==> src/design/lfpd_pkg.sv <==
// ----------------------------------------------------------------------------
// lfpd_pkg
// Shared constants and the drive clamp for the line-follow PD steering core.
// ----------------------------------------------------------------------------
`default_nettype none

package lfpd_pkg;

  localparam int CFG_INDEX_W = 3;
  localparam int CFG_DATA_W  = 16;

  localparam logic [CFG_INDEX_W-1:0] REG_BASE_DRIVE     = 3'd0;
  localparam logic [CFG_INDEX_W-1:0] REG_LEFT_OFFSET    = 3'd1;
  localparam logic [CFG_INDEX_W-1:0] REG_RIGHT_OFFSET   = 3'd2;
  localparam logic [CFG_INDEX_W-1:0] REG_PROP_GAIN      = 3'd3;
  localparam logic [CFG_INDEX_W-1:0] REG_DIFF_GAIN      = 3'd4;
  localparam logic [CFG_INDEX_W-1:0] REG_SEARCH_FORWARD = 3'd5;
  localparam logic [CFG_INDEX_W-1:0] REG_SEARCH_REVERSE = 3'd6;

  localparam logic        [11:0] BASE_DRIVE_RST     = 12'd500;
  localparam logic signed [12:0] OFFSET_RST         = 13'sd0;
  localparam logic        [15:0] PROP_GAIN_RST      = 16'd256;
  localparam logic        [15:0] DIFF_GAIN_RST      = 16'd0;
  localparam logic signed [12:0] SEARCH_FORWARD_RST = 13'sd1000;
  localparam logic signed [12:0] SEARCH_REVERSE_RST = -13'sd400;

  localparam logic [9:0] WEIGHT_INNER  = 10'd80;
  localparam logic [9:0] WEIGHT_MIDDLE = 10'd180;
  localparam logic [9:0] WEIGHT_OUTER  = 10'd400;

  localparam logic signed [21:0] DRIVE_MAX = 22'sd3000;
  localparam logic signed [21:0] DRIVE_MIN = -22'sd1000;

  localparam logic [1:0] SIDE_STRAIGHT = 2'd0;
  localparam logic [1:0] SIDE_LEFT     = 2'd1;
  localparam logic [1:0] SIDE_RIGHT    = 2'd2;

  localparam logic [1:0] LOCK_NONE  = 2'd0;
  localparam logic [1:0] LOCK_LEFT  = 2'd1;
  localparam logic [1:0] LOCK_RIGHT = 2'd2;

  function automatic logic signed [13:0] clamp_drive(input logic signed [21:0] v);
    logic signed [21:0] r;
    if (v > DRIVE_MAX) begin
      r = DRIVE_MAX;
    end else if (v < DRIVE_MIN) begin
      r = DRIVE_MIN;
    end else begin
      r = v;
    end
    return r[13:0];
  endfunction

endpackage

`default_nettype wire

==> src/design/line_follow_pd_steering_core.sv <==
// ----------------------------------------------------------------------------
// line_follow_pd_steering_core
// Eight-sensor line follower with PD wheel steering and lost-line search.
// ----------------------------------------------------------------------------
// Usage:
//   in channel  (in_valid/in_ready): one beat per control tick, carrying
//     action (0 tick, 1 clear controller state) and sensor_bits.
//   out channel (out_valid/out_ready): one beat per input beat, in order,
//     carrying left_drive, right_drive, line_lost and turn_side.
//   cfg channel (cfg_valid/cfg_ready): register writes, always ready; write
//     only while no beat is in flight.
// Pipeline: error forming and state update at accept, gain multiplies in
// the second stage, sum, clamp and output select in the third, whose
// register drives out_valid. Throughput is one beat per cycle while the
// receiver does not stall; the turn lock and previous error live in one
// register loop updated at accept.
// When the receiver stalls, beats hold in the stages and in_ready drops
// once all three are full. rst clears the pipeline, the controller state
// and loads register defaults.
// ----------------------------------------------------------------------------
`default_nettype none

module line_follow_pd_steering_core (
  input  wire  logic                                 clk,
  input  wire  logic                                 rst,
  input  wire  logic                                 in_valid,
  output logic                                       in_ready,
  input  wire  logic                                 action,
  input  wire  logic [7:0]                           sensor_bits,
  output logic                                       out_valid,
  input  wire  logic                                 out_ready,
  output logic signed [13:0]                         left_drive,
  output logic signed [13:0]                         right_drive,
  output logic                                       line_lost,
  output logic [1:0]                                 turn_side,
  input  wire  logic                                 cfg_valid,
  output logic                                       cfg_ready,
  input  wire  logic [lfpd_pkg::CFG_INDEX_W-1:0]     cfg_index,
  input  wire  logic [lfpd_pkg::CFG_DATA_W-1:0]      cfg_data
);

  // configuration
  logic        [11:0] base_drive;
  logic signed [12:0] left_offset;
  logic signed [12:0] right_offset;
  logic        [15:0] prop_gain;
  logic        [15:0] diff_gain;
  logic signed [12:0] search_forward;
  logic signed [12:0] search_reverse;

  assign cfg_ready = 1'b1;

  always_ff @(posedge clk) begin
    if (rst) begin
      base_drive     <= lfpd_pkg::BASE_DRIVE_RST;
      left_offset    <= lfpd_pkg::OFFSET_RST;
      right_offset   <= lfpd_pkg::OFFSET_RST;
      prop_gain      <= lfpd_pkg::PROP_GAIN_RST;
      diff_gain      <= lfpd_pkg::DIFF_GAIN_RST;
      search_forward <= lfpd_pkg::SEARCH_FORWARD_RST;
      search_reverse <= lfpd_pkg::SEARCH_REVERSE_RST;
    end else if (cfg_valid && cfg_ready) begin
      unique case (cfg_index)
        lfpd_pkg::REG_BASE_DRIVE:     base_drive     <= cfg_data[11:0];
        lfpd_pkg::REG_LEFT_OFFSET:    left_offset    <= $signed(cfg_data[12:0]);
        lfpd_pkg::REG_RIGHT_OFFSET:   right_offset   <= $signed(cfg_data[12:0]);
        lfpd_pkg::REG_PROP_GAIN:      prop_gain      <= cfg_data;
        lfpd_pkg::REG_DIFF_GAIN:      diff_gain      <= cfg_data;
        lfpd_pkg::REG_SEARCH_FORWARD: search_forward <= $signed(cfg_data[12:0]);
        lfpd_pkg::REG_SEARCH_REVERSE: search_reverse <= $signed(cfg_data[12:0]);
        default: ;
      endcase
    end
  end

  // pipeline flow
  logic a_valid;
  logic b_valid;
  logic c_free;
  logic b_free;
  logic a_free;
  logic in_fire;

  assign c_free   = !out_valid || out_ready;
  assign b_free   = !b_valid || c_free;
  assign a_free   = !a_valid || b_free;
  assign in_ready = a_free;
  assign in_fire  = in_valid && in_ready;

  // controller state; right error is always the negated left error
  logic signed [10:0] prev_err;
  logic        [1:0]  side;
  logic        [1:0]  lock;

  logic        [1:0]  lock_eff;
  logic        [1:0]  lock_mid;
  logic        [1:0]  lock_next;
  logic        [1:0]  side_next;
  logic               left_en;
  logic               right_en;
  logic        [9:0]  left_sum;
  logic        [9:0]  right_sum;
  logic signed [10:0] err;
  logic signed [11:0] err_diff;

  always_comb begin
    lock_eff  = (|sensor_bits[5:2]) ? lfpd_pkg::LOCK_NONE : lock;
    side_next = side;
    left_en   = (lock_eff != lfpd_pkg::LOCK_RIGHT);
    left_sum  = 10'd0;
    lock_mid  = lock_eff;
    if (left_en) begin
      left_sum = (sensor_bits[5] ? lfpd_pkg::WEIGHT_INNER  : 10'd0)
               + (sensor_bits[6] ? lfpd_pkg::WEIGHT_MIDDLE : 10'd0)
               + (sensor_bits[7] ? lfpd_pkg::WEIGHT_OUTER  : 10'd0);
      if (sensor_bits[7]) begin
        side_next = lfpd_pkg::SIDE_LEFT;
        lock_mid  = lfpd_pkg::LOCK_LEFT;
      end
    end
    right_en  = (lock_mid != lfpd_pkg::LOCK_LEFT);
    right_sum = 10'd0;
    lock_next = lock_mid;
    if (right_en) begin
      right_sum = (sensor_bits[2] ? lfpd_pkg::WEIGHT_INNER  : 10'd0)
                + (sensor_bits[1] ? lfpd_pkg::WEIGHT_MIDDLE : 10'd0)
                + (sensor_bits[0] ? lfpd_pkg::WEIGHT_OUTER  : 10'd0);
      if (sensor_bits[0]) begin
        side_next = lfpd_pkg::SIDE_RIGHT;
        lock_next = lfpd_pkg::LOCK_RIGHT;
      end
    end
    err      = $signed({1'b0, right_sum}) - $signed({1'b0, left_sum});
    err_diff = 12'(err) - 12'(prev_err);
  end

  always_ff @(posedge clk) begin
    if (rst) begin
      prev_err <= 11'sd0;
      side     <= lfpd_pkg::SIDE_STRAIGHT;
      lock     <= lfpd_pkg::LOCK_NONE;
    end else if (in_fire) begin
      if (action) begin
        prev_err <= 11'sd0;
        side     <= lfpd_pkg::SIDE_STRAIGHT;
        lock     <= lfpd_pkg::LOCK_NONE;
      end else begin
        prev_err <= err;
        side     <= side_next;
        lock     <= lock_next;
      end
    end
  end

  // stage A: formed error
  logic               a_clr;
  logic               a_lost;
  logic        [1:0]  a_side;
  logic signed [10:0] a_err;
  logic signed [11:0] a_diff;

  always_ff @(posedge clk) begin
    if (rst) begin
      a_valid <= 1'b0;
    end else if (a_free) begin
      a_valid <= in_valid;
    end
  end

  always_ff @(posedge clk) begin
    if (in_fire) begin
      a_clr  <= action;
      a_lost <= (sensor_bits == 8'd0);
      a_side <= side_next;
      a_err  <= err;
      a_diff <= err_diff;
    end
  end

  // stage B: gain products
  logic               b_clr;
  logic               b_lost;
  logic        [1:0]  b_side;
  logic signed [27:0] b_pp;
  logic signed [28:0] b_dp;

  always_ff @(posedge clk) begin
    if (rst) begin
      b_valid <= 1'b0;
    end else if (b_free) begin
      b_valid <= a_valid;
    end
  end

  always_ff @(posedge clk) begin
    if (a_valid && b_free) begin
      b_clr  <= a_clr;
      b_lost <= a_lost;
      b_side <= a_side;
      b_pp   <= $signed({1'b0, prop_gain}) * a_err;
      b_dp   <= $signed({1'b0, diff_gain}) * a_diff;
    end
  end

  // stage C: truncate toward zero, sum, clamp, select
  logic signed [27:0] pp_adj;
  logic signed [28:0] dp_adj;
  logic signed [19:0] p_term;
  logic signed [20:0] d_term;
  logic signed [13:0] left_base;
  logic signed [13:0] right_base;
  logic signed [21:0] left_sum_c;
  logic signed [21:0] right_sum_c;
  logic signed [13:0] left_drive_next;
  logic signed [13:0] right_drive_next;
  logic               line_lost_next;
  logic        [1:0]  turn_side_next;

  always_comb begin
    pp_adj      = b_pp + $signed({20'd0, {8{b_pp[27]}}});
    dp_adj      = b_dp + $signed({21'd0, {8{b_dp[28]}}});
    p_term      = $signed(pp_adj[27:8]);
    d_term      = $signed(dp_adj[28:8]);
    left_base   = $signed({2'b00, base_drive}) + 14'(left_offset);
    right_base  = $signed({2'b00, base_drive}) + 14'(right_offset);
    left_sum_c  = 22'(left_base) + 22'(p_term) + 22'(d_term);
    right_sum_c = 22'(right_base) - 22'(p_term) - 22'(d_term);

    line_lost_next = b_lost;
    turn_side_next = b_side;
    if (b_clr) begin
      left_drive_next  = 14'sd0;
      right_drive_next = 14'sd0;
      line_lost_next   = 1'b0;
      turn_side_next   = lfpd_pkg::SIDE_STRAIGHT;
    end else if (b_lost) begin
      unique case (b_side)
        lfpd_pkg::SIDE_LEFT: begin
          left_drive_next  = 14'(search_reverse);
          right_drive_next = 14'(search_forward);
        end
        lfpd_pkg::SIDE_RIGHT: begin
          left_drive_next  = 14'(search_forward);
          right_drive_next = 14'(search_reverse);
        end
        default: begin
          left_drive_next  = left_base;
          right_drive_next = right_base;
        end
      endcase
    end else begin
      left_drive_next  = lfpd_pkg::clamp_drive(left_sum_c);
      right_drive_next = lfpd_pkg::clamp_drive(right_sum_c);
    end
  end

  always_ff @(posedge clk) begin
    if (rst) begin
      out_valid <= 1'b0;
    end else if (c_free) begin
      out_valid <= b_valid;
    end
  end

  always_ff @(posedge clk) begin
    if (b_valid && c_free) begin
      left_drive  <= left_drive_next;
      right_drive <= right_drive_next;
      line_lost   <= line_lost_next;
      turn_side   <= turn_side_next;
    end
  end

endmodule

`default_nettype wire

==> config.mk <==
export PLATFORM = sky130hd
export DESIGN_NAME = line_follow_pd_steering_core
export DESIGN_NICKNAME = d
export VERILOG_FILES = /design/src/design/lfpd_pkg.sv /design/src/design/line_follow_pd_steering_core.sv
export SDC_FILE = /design/constraint.sdc
export NUM_CORES = 1
export LEC_CHECK = 0
export BUFFER_PORTS_ARGS = -buffer_cell sky130_fd_sc_hd__buf_2
export CAP_MARGIN = 5
export CORE_MARGIN = 1
export CORE_UTILIZATION = 50
export CTS_CLUSTER_DIAMETER = 120
export DETAILED_ROUTE_END_ITERATION = 6
export PLACE_DENSITY = 0.66
export SLEW_MARGIN = 20
export SYNTH_ARGS = -nofsm -noshare
export SYNTH_HDL_FRONTEND = slang
export SYNTH_SLANG_ARGS = --single-unit
==> constraint.sdc <==
create_clock -name clk -period 17.7 [get_ports clk]
set_input_delay 2.655 -clock clk [delete_from_list [all_inputs] [get_ports clk]]
set_output_delay 2.655 -clock clk [all_outputs]
set_load 0.05 [all_outputs]
==> reports/metrics.yaml, run 1 <==
synth:
  syn_inst: 2862
  yosys-top-cells-area: "fa_1 20%, edfxtp_1 13%, ha_1 13%"
  synth_warnings: 0
  synth-seq-cells: 223
  ys_types: 96
  post-synth-top-area-cell: "fa_1"
  avgSynthCellArea_sq_um: 8.87
  synth_enable_flop_cells: 111
  syn-num-nets: 3408
  synth_seq_area_share_pct: 22.0
  async_reset_ff_share_pct: 0
  yosysMostFrequentCell: "nand2_1"
  ys.flop_type: "dfxtp_1"
  synth.top_cell.area_share_pct: 20.3
  netlist_area_sq_mm: 0.0254
  yosys-top-cells-count: "447 x nand2_1, 323 x inv_1, 257 x fa_1, 256 x ha_1, 177 x a21oi_1"
final_layout:
  fill_cells: 4621
  regArea_sq_mm: 0.00558
  drive_gt1_share_pct: 5.56
  utilization_pct: 54.1
  multi_input_area_sq_mm: 0.0181
  final_cells: 3534
  stdcell_area_sq_mm: 0.0271
  fin_nets: 3387
  areaGrowthSynthToFinish_pct: 6.69
drt:
  num_vias: 20155
  first_pass_iters: 6
  wl_per_cell_um: 19.7
  drc: 0
  vias_per_cell: 5.70
  wl_um: 69700
  drt-initial-drc-count: 1416
  ant_nets: 0
clock_tree:
  tritoncts: "built"
  clkTransAtPathRegs_ns: 0.06
  cts_buffer_depth: 3
  cts_root_buf: "clkbuf_16"
  cts_buffers: 26
  htreeDepth: 1
  cts_setup_buffers: 0
  holdBufCountCts: 0
  cts_sinks: 223
  clock_latency_ns: 0.58
  cts_resized: 0
critical_path:
  crit_type: "reg -> reg"
  rr_worst_depth: 21
  path_buf_inv: 0
  critPathLaunchType: "flip-flop"
  cp.depth: 21
  crit_family: "simple AND/OR/NAND/NOR gates"
  required_ns: 17.99
  critical-path-max-stage-delay_ns: 0.57
  crit_path_max_fanout: 13
  cp-end-kind: "flip-flop"
  slowest_stage: "ha_1"
  crit_chain: "ha_1 -> a31o_2 -> a21o_1 -> a21oi_1 -> o21ai_0 -> and2_1 -> nand4_1 -> nor2_1 -> nand2_1 -> xnor2_1 -> fa_1 -> ha_1 -> o21ai_0 -> or3_1 -> a2111oi_0 -> a211oi_1 -> nor3_1 -> nor4b_2 -> nand3_2 -> mux2i_2 -> a311oi_1"
  critPathArrivalTime_ns: 6.97
power:
  p_sw_mw: 1.42
  pwr-share-seq_pct: 22.9
  power_density_mw_per_mm2: 113
  comb_power_share_pct: 58.2
  clkPwrFrac_pct: 18.9
  swShare_pct: 46.2
  peakVddDrop_uv: 77.1
  p_int_mw: 1.65
  leakage_nw: 12.4
timing:
  fin_crit_sh_pct: 37.7
  setup_violations: 0
  max_freq_mhz: 150
  fin_ws_ns: 11.03
  final_hold_viol_count: 0
  fin_crit_ns: 6.67
  slew_viol_final: 0
  worst_pin_slew_ns: 1.10
  tns_ns: 0
  skew_ns: 0.0377
  relSlewSlack_pct: 26.7
  rsz0062_at_grt: "no"
die:
  die_area_sq_mm: 0.0517
  die_h_um: 227
  ios: 67
  start_util_pct: 50.7
  core_area_sq_mm: 0.0501
  dieWidth_um: 227
  fp-row-count: 82
placed_design:
  post_dp_cell_area_sq_mm: 0.0261
  dpl.cell_count: 3485
  routabilityCongestion: 0.986
  port_buffers: 65
  place_ws_ns: 11.06
  dp_hpwl_um: 56400
grt:
  grt_pass1_vias: 19936
  grt_max_degree: 113
  overflow: 0
  antenna_found_initial: 4
  grt_first_pass_wirelength_um: 111000
  grt.total_usage_pct: 27.7
hold_path:
  min_path_cells: 0
  hp-class: "reg -> reg"
run_status:
  status: "completed"
job:
  maxCapViolations: 0
## placed cells by master, fill, tap and decap left out, drive strengths merged, types with 49 or more instances in the layout
cell type  count
a21oi        180
and2         135
buf           74
dfxtp        112
edfxtp       111
fa           257
ha           256
inv          327
nand2        447
nand3         49
nor2         138
o21ai         64
xnor2         92
xor2          49
## cells by family (layout without fill, tap and decap cells)
kind of cell	after synthesis	count (layout)	share of synthesized area, %
and+or+nand+nor	1010	1010	19.2
DFF	223	223	22.0
other	1	2	0.0148
buffers and inverters	448	447	6.73
xor gates and xnor gates	141	141	4.87
AOI/OAI and AO/OA	521	521	14.1
adders and majority gates	513	513	32.9
muxes	5	5	0.212
## power by group through the flow
stage / sequential (mW) / combinational (mW) / clock, mW
floorplan: 0.663 / 1.36 / 0
global placement: 0.706 / 1.73 / 0
finish: 0.700 / 1.78 / 0.580
CTS: 0.699 / 1.77 / 0.589
global route: 0.706 / 1.98 / 0.609
detailed placement: 0.709 / 1.75 / 0
## through the flow
step	hold slack [ns]	power [mW]
3_5_place_dp	0.410	2.46
5_1_grt	0.440	3.30
6_report	0.426	3.06
3_3_place_gp	0.405	2.44
4_1_cts	0.426	3.06
2_1_floorplan	0.400	2.03
## worst paths after layout
path             start            end  slack [ns]
min          a_side[0]      b_side[0]        0.43
max reg2reg   b_dp[28]  left_drive[4]       11.03
min reg2reg  a_side[0]      b_side[0]        0.43
max           b_dp[28]  left_drive[4]       11.03
## sequential cells by signal, summed over array words and instances (netlist names), 10 cells and up
signal          cells
b_dp               27
b_pp               26
diff_gain          16
prop_gain          16
left_drive         14
right_drive        14
left_offset        13
right_offset       13
search_forward     13
search_reverse     13
base_drive         12
a_diff             10
## area by class of cell
cell class	count	area share, %
Antenna cell	1	0.00924
Clock buffer	34	2.67
Clock inverter	14	0.749
Inverter	325	4.51
Multi-Input combinational cell	2191	66.9
Sequential cell	223	20.6
Tap cell	672	3.11
Timing Repair Buffer	74	1.47
## per-layer routing
metal,wire [um],GRT usage [%]
met2,32300,45.1
met3,3870,3.92
met1,31200,37.8
met4,2380,9.24
met5,39,0
Power figures use the tool's default switching activity.
==> inputs of run 2 (changes only) <==
--- a/config.mk
+++ b/config.mk
@@ -5,13 +5,14 @@
 export SDC_FILE = /design/constraint.sdc
 export NUM_CORES = 1
 export LEC_CHECK = 0
+export ABC_AREA = 1
 export BUFFER_PORTS_ARGS = -buffer_cell sky130_fd_sc_hd__buf_2
 export CAP_MARGIN = 5
 export CORE_MARGIN = 1
 export CORE_UTILIZATION = 50
 export CTS_CLUSTER_DIAMETER = 120
 export DETAILED_ROUTE_END_ITERATION = 6
-export PLACE_DENSITY = 0.66
+export PLACE_DENSITY = 0.69
 export SLEW_MARGIN = 20
 export SYNTH_ARGS = -nofsm -noshare
 export SYNTH_HDL_FRONTEND = slang
==> constraint.sdc (replaced) <==
create_clock -name clk -period 5.65 [get_ports clk]
set_input_delay 0.8475 -clock clk [delete_from_list [all_inputs] [get_ports clk]]
set_output_delay 0.8475 -clock clk [all_outputs]
set_load 0.05 [all_outputs]
==> reports/metrics.yaml, run 2 <==
grt:
  antenna_found_initial: 2
  grt_pass1_vias: 21158
  grt_first_pass_wirelength_um: 113000
  overflow: 0
  grt.total_usage_pct: 27.0
  grt_max_degree: 79
placed_design:
  routabilityCongestion: 0.995
  dpl.cell_count: 4154
  port_buffers: 65
  dp_hpwl_um: 57700
  place_ws_ns: 0.127
power:
  peakVddDrop_uv: 271
  leakage_nw: 15.6
  power_density_mw_per_mm2: 444
synth:
  yosysMostFrequentCell: "nand2_1"
  syn-num-nets: 3972
  async_reset_ff_share_pct: 0
  synth-seq-cells: 223
  ys.flop_type: "dfxtp_1"
  yosys-top-cells-area: "fa_1 20%, edfxtp_1 13%, ha_1 12%"
  synth_enable_flop_cells: 111
  synth_warnings: 0
  syn_inst: 3426
  post-synth-top-area-cell: "fa_1"
  netlist_area_sq_mm: 0.0259
  synth_seq_area_share_pct: 21.5
  synth.top_cell.area_share_pct: 19.8
  ys_types: 56
  yosys-top-cells-count: "838 x nand2_1, 699 x inv_1, 257 x fa_1, 256 x ha_1, 247 x nor2_1"
  avgSynthCellArea_sq_um: 7.57
die:
  dieWidth_um: 230
  start_util_pct: 50.6
  fp-row-count: 83
  ios: 67
  die_h_um: 230
  core_area_sq_mm: 0.0513
  die_area_sq_mm: 0.0528
hold_path:
  hp-class: "reg -> reg"
  min_path_cells: 0
  min_to: "b_lost"
  worstHoldStart: "a_lost"
clock_tree:
  clock_latency_ns: 0.57
  clkTransAtPathRegs_ns: 0.06
  cts_buffers: 28
  cts_sinks: 223
  cts_buffer_depth: 3
  htreeDepth: 1
  cts_root_buf: "clkbuf_16"
  tritoncts: "built"
  holdBufCountCts: 0
final_layout:
  drive_gt1_share_pct: 9.32
  areaGrowthSynthToFinish_pct: 10.5
  reg_top3: "b_dp (27), b_pp (26)"
  final_cell_mix: "838 x nand2_1, 697 x inv_1, 257 x fa_1, 253 x ha_1, 245 x nor2_1"
  fill_cells: 4812
  final_cells: 4232
  fin_nets: 4077
  largest_reg_flops: 27
  final_common_cell: "nand2_1"
  utilization_pct: 55.9
  n_antenna_cell: 0
  top_register: "b_dp"
critical_path:
  critPathArrivalTime_ns: 5.70
  regToRegStartpoint: "a_diff[11]"
  rr_worst_depth: 17
  cp-end-kind: "flip-flop"
  critPathLaunchType: "flip-flop"
  crit_type: "reg -> reg"
  crit_path_max_fanout: 7
  reg2reg_to: "b_dp[20]"
  required_ns: 5.95
  rrSetupSlack_ns: 0.26
timing:
  fin_crit_ns: 5.39
  max_freq_mhz: 185
  slew_viol_final: 0
  worst_pin_slew_ns: 0.979
  relSlewSlack_pct: 34.6
  hold_slack_ns: 0.419
  final_hold_viol_count: 0
  setup_violations: 0
  fin_ws_ns: 0.258
  fin_crit_sh_pct: 95.4
  skew_ns: 0.0140
drt:
  wl_um: 70600
  ant_nets: 0
  first_pass_iters: 7
  wl_per_cell_um: 16.7
  drt-initial-drc-count: 1914
  vias_per_cell: 5.19
  num_vias: 21960
  drc: 0
run_status:
  status: "completed"
job:
  maxCapViolations: 0
==> run 2: cell count changes in the layout (fill, tap and decap cells not counted), moves of 61 or more <==
cell	delta
o21ai_0	+71
nand2_1	+391
nor2_1	+107
and2_1	-129
xnor2_1	-61
buf_4	+109
inv_1	+374
==> run 2: what timing repair did <==
item / CTS / global route
setup buffers: 0 / 27
gates resized for setup: 0 / 29
setup endpoints to repair: 0 / 36
==> run 2: worst max-delay path, stage by stage (launching register included) <==
cell and delay, ns:
edfxtp_1 0.36, inv_1 0.12, or2_2 0.32, fa_1 0.53, fa_1 0.56, inv_1 0.06, fa_1 0.50, fa_1 0.51
fa_1 0.48, ha_1 0.38, nand2_1 0.12, o31ai_1 0.44, a21oi_1 0.12, o21bai_1 0.22, nand2_1 0.08, nand2_1 0.10
a21oi_1 0.09, xnor2_1 0.14
==> run 2: final cells by class <==
| type | count | area, sq um | share of cell area [%] |
|---|---|---|---|
| clock inverters | 14 | 140 | 0.489 |
| repair buffers | 188 | 1310 | 4.57 |
| clock buffers | 37 | 785 | 2.74 |
| inverters | 709 | 2660 | 9.28 |
| well taps | 680 | 851 | 2.97 |
| flip-flops and latches | 223 | 5580 | 19.5 |
| multi-input cells | 2381 | 17300 | 60.5 |
==> run 2: cell families (layout without fill, tap and decap cells) <==
group                      count (synthesis)  in the layout  share of synthesized area, %
AOI/OAI and AO/OA                        418            418                          9.02
and+or+nand+nor                         1337           1337                          21.5
adders and majority gates                513            513                          32.2
buffers and inverters                    822            948                          12.0
other                                      1              1                        0.0145
DFF                                      223            223                          21.5
xor gates and xnor gates                 112            112                          3.81
==> run 2: worst max path at each step <==
stage	startpoint	end	depth (start not counted)
final	a_diff[11]	b_dp[20]	17
after global routing	a_diff[11]	b_dp[23]	18
after CTS	a_err[4]	b_pp[27]	21
after detailed placement	a_err[4]	b_pp[27]	21
after global placement	a_err[4]	b_pp[27]	21
after floorplan	a_diff[5]	b_dp[23]	21
==> run 2: routing by layer <==
metal | GRT usage (%) | up-vias | part of all wire (%)
li1 | - | 10852 | -
met1 | 38.4 | 10313 | 46
met2 | 43.7 | 666 | 45
met3 | 2.74 | 125 | 5.9
met4 | 7.51 | 4 | 3.0
met5 | 0 | - | 0.040
==> run 2: metrics by stage <==
stage | total power [mW] | TNS [ns] | cell area [sq um]
final | 12.7 | 0 | 28700
after CTS | 12.5 | 0 | 28300
after global placement | 10.6 | 0 | 27400
after floorplan | 8.22 | 0 | 25900
after detailed placement | 10.6 | 0 | 27400
after global routing | 13.9 | -0.0185 | 28700
==> run 2: report_power, final <==
group / internal (mW) / switching (mW) / total (mW)
clock: 1.07 / 0.736 / 1.80
sequential: 2.02 / 0.221 / 2.24
combinational: 3.25 / 5.43 / 8.68
total: 6.33 / 6.39 / 12.7
